## config.mk

```make
export PLATFORM = sky130hd
export DESIGN_NAME = lmsp_merge
export DESIGN_NICKNAME = d
export VERILOG_FILES = /design/src/design/lmsp_pkg.sv /design/src/design/lmsp_div.sv /design/src/design/lmsp_sqrt.sv /design/src/design/lmsp_merge.sv
export SDC_FILE = /design/constraint.sdc
export NUM_CORES = 2
export LEC_CHECK = 0
export ABC_AREA = 1
export BUFFER_PORTS_ARGS = -buffer_cell sky130_fd_sc_hd__buf_2
export CAP_MARGIN = 20
export CORE_MARGIN = 2
export CORE_UTILIZATION = 40
export DETAILED_ROUTE_END_ITERATION = 10
export SLEW_MARGIN = 10
export SYNTH_ARGS = -nofsm -noshare
export SYNTH_HDL_FRONTEND = slang
export SYNTH_SLANG_ARGS = --single-unit
```

## constraint.sdc

```tcl
create_clock -name clk -period 9.8 [get_ports clk]
set_clock_uncertainty 0.2 [all_clocks]
set_input_delay 0.49 -clock clk [delete_from_list [all_inputs] [get_ports clk]]
set_output_delay 0.49 -clock clk [all_outputs]
set_load 0.1 [all_outputs]
```

## src/design/lmsp_pkg.sv

```systemverilog
// ----------------------------------------------------------------------------
// lmsp_pkg
// Types, widths, constants and saturation helpers for the LMS predictor.
// ----------------------------------------------------------------------------
package lmsp_pkg;

    localparam int FRAC_BITS  = 16;
    localparam int W_W        = 24;
    localparam int M_W        = 17;
    localparam int PROD_W     = 41;
    localparam int ACC_W      = 43;
    localparam int ERR_W      = 25;
    localparam int EM_W       = 42;
    localparam int LR_W       = 17;
    localparam int LR_FRAC    = 16;
    localparam int FULL_W     = 60;
    localparam int NUM_W      = 60;
    localparam int DEN_W      = 32;
    localparam int DCNT_W     = 6;
    localparam int SQ_W       = 48;
    localparam int SSUM_W     = 50;
    localparam int ROOT_W     = 26;
    localparam int SUM_W      = 31;
    localparam int LANES      = 4;

    // divide by 25 through a reciprocal, after a power-of-two shift
    localparam int CY_W       = 36;
    localparam int CQ_W       = 32;
    localparam int PL_W       = 54;
    localparam int PF_W       = 72;
    localparam int RCP_SH     = 40;
    localparam int RCP_LO_W   = 18;
    localparam int DIV_K      = 25;
    localparam int PRED_SH    = 10;
    localparam int DELTA_SH   = 26;
    localparam longint RECIP    = (64'sd1 <<< RCP_SH) / DIV_K;
    localparam longint RECIP_HI = RECIP >>> RCP_LO_W;
    localparam longint RECIP_LO = RECIP - (RECIP_HI <<< RCP_LO_W);

    localparam int  W_MAX      = (1 << (W_W - 1)) - 1;
    localparam int  W_MAXP1    = 1 << (W_W - 1);
    localparam int  W_RESET    = 1 << (FRAC_BITS - 2);
    localparam int  LR_RESET   = 655;
    localparam longint METRIC_DIV = 25600;
    localparam longint DELTA_DIV  = METRIC_DIV << LR_FRAC;

    typedef enum logic [3:0] {
        LOP_NONE,
        LOP_CAPTURE,
        LOP_PROD,
        LOP_ERRM,
        LOP_LRM,
        LOP_DELTA,
        LOP_SQUARE,
        LOP_NORM,
        LOP_LOAD
    } lane_op_t;

    typedef struct packed {
        lane_op_t                 op;
        logic signed [ERR_W-1:0]  err;
        logic [LR_W-1:0]          lr;
    } lane_ctrl_t;

    typedef struct packed {
        logic start_pred;
        logic start_sqrt;
    } merge_ctrl_t;

    typedef struct packed {
        logic                   pred_done;
        logic signed [W_W-1:0]  pred;
        logic                   norm_done;
        logic [ROOT_W-1:0]      norm;
    } merge_stat_t;

    typedef enum logic [3:0] {
        S_IDLE,
        S_PROD,
        S_PSUM,
        S_PDIV,
        S_ERRM,
        S_LRM,
        S_DELTA,
        S_DWAIT,
        S_SQ,
        S_SSUM,
        S_SQRT,
        S_NORM,
        S_NWAIT,
        S_LOAD,
        S_FIN
    } state_t;

    typedef enum logic [1:0] {
        CD_IDLE,
        CD_LOW,
        CD_HIGH,
        CD_FIX
    } cdiv_phase_t;

    typedef enum logic [1:0] {
        MODE_PREDICT = 2'd0,
        MODE_TRAIN   = 2'd1,
        MODE_LOAD    = 2'd2,
        MODE_SPARE   = 2'd3
    } mode_t;

    // signed result from magnitude and sign, clamped to the weight range
    function automatic logic signed [W_W-1:0] sat_mag(input logic [NUM_W-1:0] mag,
                                                      input logic neg);
        logic [W_W-1:0] lo;
        lo = mag[W_W-1:0];
        if (!neg)
            return (mag > NUM_W'(W_MAX)) ? W_W'(W_MAX) : $signed(lo);
        else
            return (mag > NUM_W'(W_MAXP1)) ? W_W'(W_MAXP1) : $signed(-lo);
    endfunction

    function automatic logic signed [W_W-1:0] sat_sum(input logic signed [SUM_W-1:0] v);
        logic signed [SUM_W-1:0] hi;
        logic signed [SUM_W-1:0] lo;
        hi = SUM_W'(W_MAX);
        lo = -SUM_W'(W_MAXP1);
        if (v > hi)
            return W_W'(W_MAX);
        else if (v < lo)
            return W_W'(W_MAXP1);
        else
            return v[W_W-1:0];
    endfunction

endpackage

```

## src/design/lmsp_div.sv

```systemverilog


module lmsp_cdiv (
    input  logic                        clk,
    input  logic                        rst_n,
    input  logic                        start,
    input  logic [lmsp_pkg::CY_W-1:0]   num,
    output logic                        done,
    output logic [lmsp_pkg::CQ_W-1:0]   quot
);

    lmsp_pkg::cdiv_phase_t       phase_reg, phase_next;
    logic                        done_reg, done_next;
    logic [lmsp_pkg::CY_W-1:0]   y_reg, y_next;
    logic [lmsp_pkg::PL_W-1:0]   plo_reg, plo_next;
    logic [lmsp_pkg::CQ_W-1:0]   q0_reg, q0_next;
    logic [lmsp_pkg::CQ_W-1:0]   q_reg, q_next;
    logic [lmsp_pkg::PL_W-1:0]   phi;
    logic [lmsp_pkg::PF_W-1:0]   pfull;
    logic [lmsp_pkg::CY_W-1:0]   rem;

    assign phi   = lmsp_pkg::PL_W'(y_reg) * lmsp_pkg::PL_W'(lmsp_pkg::RECIP_HI);
    assign pfull = lmsp_pkg::PF_W'(plo_reg)
                 + (lmsp_pkg::PF_W'(phi) << lmsp_pkg::RCP_LO_W);
    // the estimate is low by at most one
    assign rem   = y_reg - lmsp_pkg::CY_W'(q0_reg) * lmsp_pkg::CY_W'(lmsp_pkg::DIV_K);

    // next phase
    always_comb
    begin
        phase_next = phase_reg;
        if (start)
            phase_next = lmsp_pkg::CD_LOW;
        else
        begin
            case (phase_reg)
                lmsp_pkg::CD_LOW:  phase_next = lmsp_pkg::CD_HIGH;
                lmsp_pkg::CD_HIGH: phase_next = lmsp_pkg::CD_FIX;
                lmsp_pkg::CD_FIX:  phase_next = lmsp_pkg::CD_IDLE;
                default:           phase_next = lmsp_pkg::CD_IDLE;
            endcase
        end
    end

    // datapath per phase
    always_comb
    begin
        done_next = 1'b0;
        y_next    = y_reg;
        plo_next  = plo_reg;
        q0_next   = q0_reg;
        q_next    = q_reg;
        if (start)
            y_next = num;
        case (phase_reg)
            lmsp_pkg::CD_LOW:
            begin
                plo_next = lmsp_pkg::PL_W'(y_reg) * lmsp_pkg::PL_W'(lmsp_pkg::RECIP_LO);
            end
            lmsp_pkg::CD_HIGH:
            begin
                q0_next = pfull[lmsp_pkg::PF_W-1:lmsp_pkg::RCP_SH];
            end
            lmsp_pkg::CD_FIX:
            begin
                q_next    = q0_reg + lmsp_pkg::CQ_W'(rem >= lmsp_pkg::CY_W'(lmsp_pkg::DIV_K));
                done_next = 1'b1;
            end
            default:
            begin
                done_next = 1'b0;
            end
        endcase
    end

    always_ff @(posedge clk or negedge rst_n)
    begin
        if (!rst_n)
        begin
            phase_reg <= lmsp_pkg::CD_IDLE;
            done_reg  <= 1'b0;
        end
        else
        begin
            phase_reg <= phase_next;
            done_reg  <= done_next;
        end
    end

    always_ff @(posedge clk)
    begin
        y_reg   <= y_next;
        plo_reg <= plo_next;
        q0_reg  <= q0_next;
        q_reg   <= q_next;
    end

    assign done = done_reg;
    assign quot = q_reg;

endmodule

```

## src/design/lmsp_sqrt.sv

```systemverilog
// ----------------------------------------------------------------------------
// lmsp_sqrt
// Digit-by-digit square root, two radicand bits per cycle, rounded to nearest.
// ----------------------------------------------------------------------------
module lmsp_sqrt (
    input  logic                         clk,
    input  logic                         rst_n,
    input  logic                         start,
    input  logic [lmsp_pkg::SSUM_W-1:0]  rad,
    output logic                         done,
    output logic [lmsp_pkg::ROOT_W-1:0]  root
);

    logic                         busy_reg, busy_next;
    logic                         done_reg, done_next;
    logic [lmsp_pkg::SSUM_W-1:0]  x_reg, x_next;
    logic [lmsp_pkg::SSUM_W:0]    r_reg, r_next;
    logic [lmsp_pkg::SSUM_W-1:0]  bit_reg, bit_next;
    logic [lmsp_pkg::ROOT_W-1:0]  root_reg, root_next;
    logic [lmsp_pkg::SSUM_W:0]    trial;

    assign trial = r_reg + {1'b0, bit_reg};

    always_comb
    begin
        busy_next = busy_reg;
        done_next = 1'b0;
        x_next    = x_reg;
        r_next    = r_reg;
        bit_next  = bit_reg;
        root_next = root_reg;
        if (start)
        begin
            busy_next = 1'b1;
            x_next    = rad;
            r_next    = '0;
            bit_next  = lmsp_pkg::SSUM_W'(1) << (lmsp_pkg::SSUM_W - 2);
        end
        else if (busy_reg)
        begin
            if (bit_reg == '0)
            begin
                // round up when the remainder exceeds the root
                busy_next = 1'b0;
                done_next = 1'b1;
                root_next = lmsp_pkg::ROOT_W'(r_reg)
                          + lmsp_pkg::ROOT_W'({1'b0, x_reg} > r_reg);
            end
            else
            begin
                if ({1'b0, x_reg} >= trial)
                begin
                    x_next = lmsp_pkg::SSUM_W'({1'b0, x_reg} - trial);
                    r_next = (r_reg >> 1) + {1'b0, bit_reg};
                end
                else
                begin
                    r_next = r_reg >> 1;
                end
                bit_next = bit_reg >> 2;
            end
        end
    end

    always_ff @(posedge clk or negedge rst_n)
    begin
        if (!rst_n)
        begin
            busy_reg <= 1'b0;
            done_reg <= 1'b0;
        end
        else
        begin
            busy_reg <= busy_next;
            done_reg <= done_next;
        end
    end

    always_ff @(posedge clk)
    begin
        x_reg    <= x_next;
        r_reg    <= r_next;
        bit_reg  <= bit_next;
        root_reg <= root_next;
    end

    assign done = done_reg;
    assign root = root_reg;

endmodule

```

## src/design/lmsp_merge.sv

```systemverilog
// ----------------------------------------------------------------------------
// lmsp_merge
// Combines the lanes: sums products into the prediction and squares into
// the norm, each through its own iterative unit.
// ----------------------------------------------------------------------------
module lmsp_merge (
    input  logic                               clk,
    input  logic                               rst_n,
    input  lmsp_pkg::merge_ctrl_t              ctrl,
    input  logic signed [lmsp_pkg::PROD_W-1:0] prod [lmsp_pkg::LANES],
    input  logic [lmsp_pkg::SQ_W-1:0]          square [lmsp_pkg::LANES],
    output lmsp_pkg::merge_stat_t              stat
);

    logic signed [lmsp_pkg::ACC_W-1:0] acc_reg;
    logic [lmsp_pkg::SSUM_W-1:0]       ssum_reg;
    logic                              pend_pred_reg;
    logic                              pend_sq_reg;
    logic                              pred_done_reg;
    logic signed [lmsp_pkg::W_W-1:0]   pred_reg;
    logic                              neg_reg;

    logic signed [lmsp_pkg::ACC_W-1:0] acc_sum;
    logic [lmsp_pkg::SSUM_W-1:0]       sq_sum;
    logic [lmsp_pkg::ACC_W-1:0]        acc_abs;
    logic [lmsp_pkg::NUM_W-1:0]        pred_num;
    logic                              div_done;
    logic [lmsp_pkg::CQ_W-1:0]         div_quot;
    logic                              sq_done;
    logic [lmsp_pkg::ROOT_W-1:0]       sq_root;

    always_comb
    begin
        acc_sum = '0;
        sq_sum  = '0;
        for (int i = 0; i < lmsp_pkg::LANES; i++)
        begin
            acc_sum = acc_sum + lmsp_pkg::ACC_W'(prod[i]);
            sq_sum  = sq_sum + lmsp_pkg::SSUM_W'(square[i]);
        end
    end

    assign acc_abs  = acc_reg[lmsp_pkg::ACC_W-1] ? $unsigned(-acc_reg) : $unsigned(acc_reg);
    // round, then 25600 = 25 * 2^10
    assign pred_num = lmsp_pkg::NUM_W'(acc_abs) + lmsp_pkg::NUM_W'(lmsp_pkg::METRIC_DIV / 2);

    lmsp_cdiv u_div (
        .clk   (clk),
        .rst_n (rst_n),
        .start (pend_pred_reg),
        .num   (lmsp_pkg::CY_W'(pred_num >> lmsp_pkg::PRED_SH)),
        .done  (div_done),
        .quot  (div_quot)
    );

    lmsp_sqrt u_sqrt (
        .clk   (clk),
        .rst_n (rst_n),
        .start (pend_sq_reg),
        .rad   (ssum_reg),
        .done  (sq_done),
        .root  (sq_root)
    );

    always_ff @(posedge clk or negedge rst_n)
    begin
        if (!rst_n)
        begin
            pend_pred_reg <= 1'b0;
            pend_sq_reg   <= 1'b0;
            pred_done_reg <= 1'b0;
        end
        else
        begin
            pend_pred_reg <= ctrl.start_pred;
            pend_sq_reg   <= ctrl.start_sqrt;
            pred_done_reg <= div_done;
        end
    end

    always_ff @(posedge clk)
    begin
        if (ctrl.start_pred)
            acc_reg <= acc_sum;
        if (ctrl.start_sqrt)
            ssum_reg <= sq_sum;
        if (pend_pred_reg)
            neg_reg <= acc_reg[lmsp_pkg::ACC_W-1];
        if (div_done)
            pred_reg <= lmsp_pkg::sat_mag(lmsp_pkg::NUM_W'(div_quot), neg_reg);
    end

    assign stat.pred_done = pred_done_reg;
    assign stat.pred      = pred_reg;
    assign stat.norm_done = sq_done;
    assign stat.norm      = sq_root;

endmodule

```

==> impl_metrics.tcl <==
set metrics [dict create \
    dr_wl_met2_mm 79.2 \
    synth-xor-area-share_pct 5.76 \
    largest_register_ffs 51 \
    routed.top_layer "met4" \
    drv_slew 0 \
    start_kind "flop" \
    cts_buffers 50 \
    first_pass_iters 6 \
    ios 412 \
    first_global_vias 48600 \
    maxSlewHeadroom_pct 29.2 \
    cts_htree_levels 2 \
    cts_resized 0 \
    critical_path_class "reg -> reg" \
    hold_path.class "in -> reg" \
    wl_per_cell_um 19.0 \
    vias 48100 \
    wl_mm 175 \
    async_reset_ff_share_pct 1.96 \
    reg2reg_slack_ns 1.67 \
    max_freq_ghz 0.123 \
    gp_congestion 1.01 \
    final_common_cell "inv_1" \
    io_buffers 411 \
    final_cell_mix "1371 x inv_1, 1351 x nand2_1, 650 x ha_1, 623 x nor2_1, 485 x fa_1" \
    synthFlopType "edfxtp_1" \
    r2r_end "u_div.q0_reg[19]" \
    synth-simple-area-share_pct 19.9 \
    gr-usage-all-layers_pct 24.8 \
    arrival_ns 8.32 \
    cts_max_path_buffers 3 \
    ys_types 63 \
    cp-endpoint "u_div.q0_reg[19]" \
    antenna_found_initial 7 \
    cts_setup_buffers 0 \
    endpoint_kind "flop" \
    core_area_sq_mm 0.136 \
    initial_core_util_pct 40.4 \
    outcome "complete, no violations" \
    syn_inst 7018 \
    clkLatencyLatePin_ns 0.66 \
    crit_fanout 9 \
    globalRouteOverflowTotal 0 \
    drive_above_1_share_pct 8.08 \
    worst_slew_pin_slew_ns 1.06 \
    r2r_cells 27 \
    setup_viol 0 \
    fin_crit_sh_pct 82.9 \
    root_buffer "clkbuf_16" \
    synth_seq_cells 408 \
    num_rows 135 \
    nets 8918 \
    met1_length_mm 81.2 \
    synth_mux_area_share_pct 0 \
    yosysWarnings 0 \
    synth-compound-area-share_pct 10.8 \
    synth_top_family_by_area "adder cells" \
    wl_met3_mm 9.91 \
    clkSinkCount 408 \
    startpoint "u_div.y_reg[18]" \
    syn2layout_area_growth_pct 10.7 \
    cts_tree "built" \
    grt_first_pass_wirelength_mm 273 \
    grt_setup_unrepaired "false" \
    die_width_um 374 \
    worstPathRequired_ns 9.99 \
    hold_buffers 3 \
    grt_max_degree 74 \
    fin_setup_tns_ns 0 \
    postSynthAreaPerCell_sq_um 7.81 \
    synth_fa_ha_area_share_pct 32.5 \
    finalHoldViolations 0 \
    synth-edff-count 324 \
    r2r-start "u_div.y_reg[18]" \
    drc_errors 0 \
    min_period_ns 8.13 \
    ys_seq_area_share_pct 20.9 \
    die_height_um 374 \
    maxCapViolCount 0 \
    dieArea_sq_mm 0.140 \
    clk_pin_slew_worst_paths_ns 0.06 \
    detail_route.vias_per_cell 5.20 \
    place_hpwl_mm 152 \
    synth_nets 8513 \
    drt_iter0_drc 3788 \
    final_antenna_net_count 0 \
    synth_area_sq_mm 0.0548 \
]
## stage by stage
| stage | std cells | hold slack, ns | area (sq um) | util [%] | worst slack (ns) |
|---|---|---|---|---|---|
| 5_1_grt | 9249 | 0.107 | 60700 | 44.7 | 1.20 |
| 2_1_floorplan | 7018 | -0.00559 | 54800 | - | 2.67 |
| 4_1_cts | 9245 | 0.0713 | 60700 | 44.7 | 1.69 |
| 6_report | 9249 | 0.113 | 60700 | 44.7 | 1.67 |
| 3_5_place_dp | 9149 | 0.283 | 58900 | 43.4 | 1.67 |
| 3_3_place_gp | 9149 | 0.283 | 58900 | 43.4 | 1.66 |
## synthesized netlist by cell type (8+ instances only)
master / count / area share [%]
inv_1: 1371 / 9.4
nand2_1: 1352 / 9.3
ha_1: 650 / 15
nor2_1: 624 / 4.3
fa_1: 485 / 18
a21oi_1: 440 / 4.0
o21ai_0: 326 / 3.0
edfxtp_1: 324 / 18
nand3_1: 275 / 2.5
xor2_1: 241 / 3.8
nand4_1: 133 / 1.5
xnor2_1: 112 / 1.8
dfxtp_1: 76 / 2.8
nor3_1: 65 / 0.59
a31oi_1: 64 / 0.73
clkbuf_1: 50 / 0.34
o21ai_1: 44 / 0.40
a21o_1: 36 / 0.49
o21a_1: 33 / 0.45
or2_2: 32 / 0.37
nor4_1: 29 / 0.33
o22ai_1: 27 / 0.31
o21bai_1: 24 / 0.33
a21boi_0: 14 / 0.19
and3_1: 14 / 0.16
nand3b_1: 14 / 0.19
buf_2: 13 / 0.12
nor2_2: 13 / 0.15
o211ai_1: 12 / 0.16
a211oi_1: 11 / 0.15
nand2_2: 11 / 0.13
buf_4: 10 / 0.14
o221ai_1: 9 / 0.14
dfrtp_1: 8 / 0.37
## layer usage
layer / vias to the layer above / global-route usage (%)
li1: 23500 / -
met1: 22900 / 34.9
met2: 1440 / 40.3
met3: 220 / 2.61
met4: 0 / 6.74
met5: - / 0
## cell type report
class / count / area, sq um
antenna: 4 / 10.0
clock buffer: 68 / 1430
clock inverter: 25 / 315
fill: 13800 / 75100
inverter: 1382 / 5190
multi-input combinational: 5147 / 37800
sequential: 408 / 11500
tap: 1781 / 2230
timing repair buffer: 434 / 2240
## worst max-delay path, stage by stage (launching register included)
cell	delay, ns
edfxtp_1	0.62
ha_1	0.42
inv_1	0.06
fa_1	0.53
inv_1	0.05
fa_1	0.52
fa_1	0.44
fa_1	0.55
inv_1	0.06
fa_1	0.56
inv_1	0.05
ha_1	0.36
a21oi_1	0.27
o21ai_0	0.22
a21oi_1	0.35
nand3_1	0.26
xor2_1	0.34
ha_1	0.39
a21oi_1	0.27
o21a_1	0.17
o221ai_1	0.10
nor2_1	0.11
nand2_1	0.15
nand3_1	0.21
clkinv_1	0.23
and3_1	0.26
nor2_1	0.09
a21oi_1	0.05
## cell families (layout without fill, tap and decap cells)
family / count (synthesis) / after routing
xor gates and xnor gates: 357 / 357
DFF: 408 / 408
AOI/OAI and AO/OA: 1068 / 1068
other: 1 / 5
adders and majority gates: 1135 / 1135
buffers and inverters: 1463 / 1909
and+or+nand+nor: 2586 / 2586
## how the worst min path moves through the flow
stage               cells after the start       start  slack, ns             to
finish                                  3  square[96]       0.11    ssum_reg[0]
global route                            3  square[96]       0.11    ssum_reg[0]
CTS                                     3  square[96]       0.07    ssum_reg[0]
detailed placement                      1       rst_n       0.28    u_sqrt.done
global placement                        1       rst_n       0.28    u_sqrt.done
floorplan                               0       rst_n     -0.006  pend_pred_reg
Power is left out: the tool's default activity adds up to more than one toggle a clock period on the data nets, which glitch-free logic cannot reach.
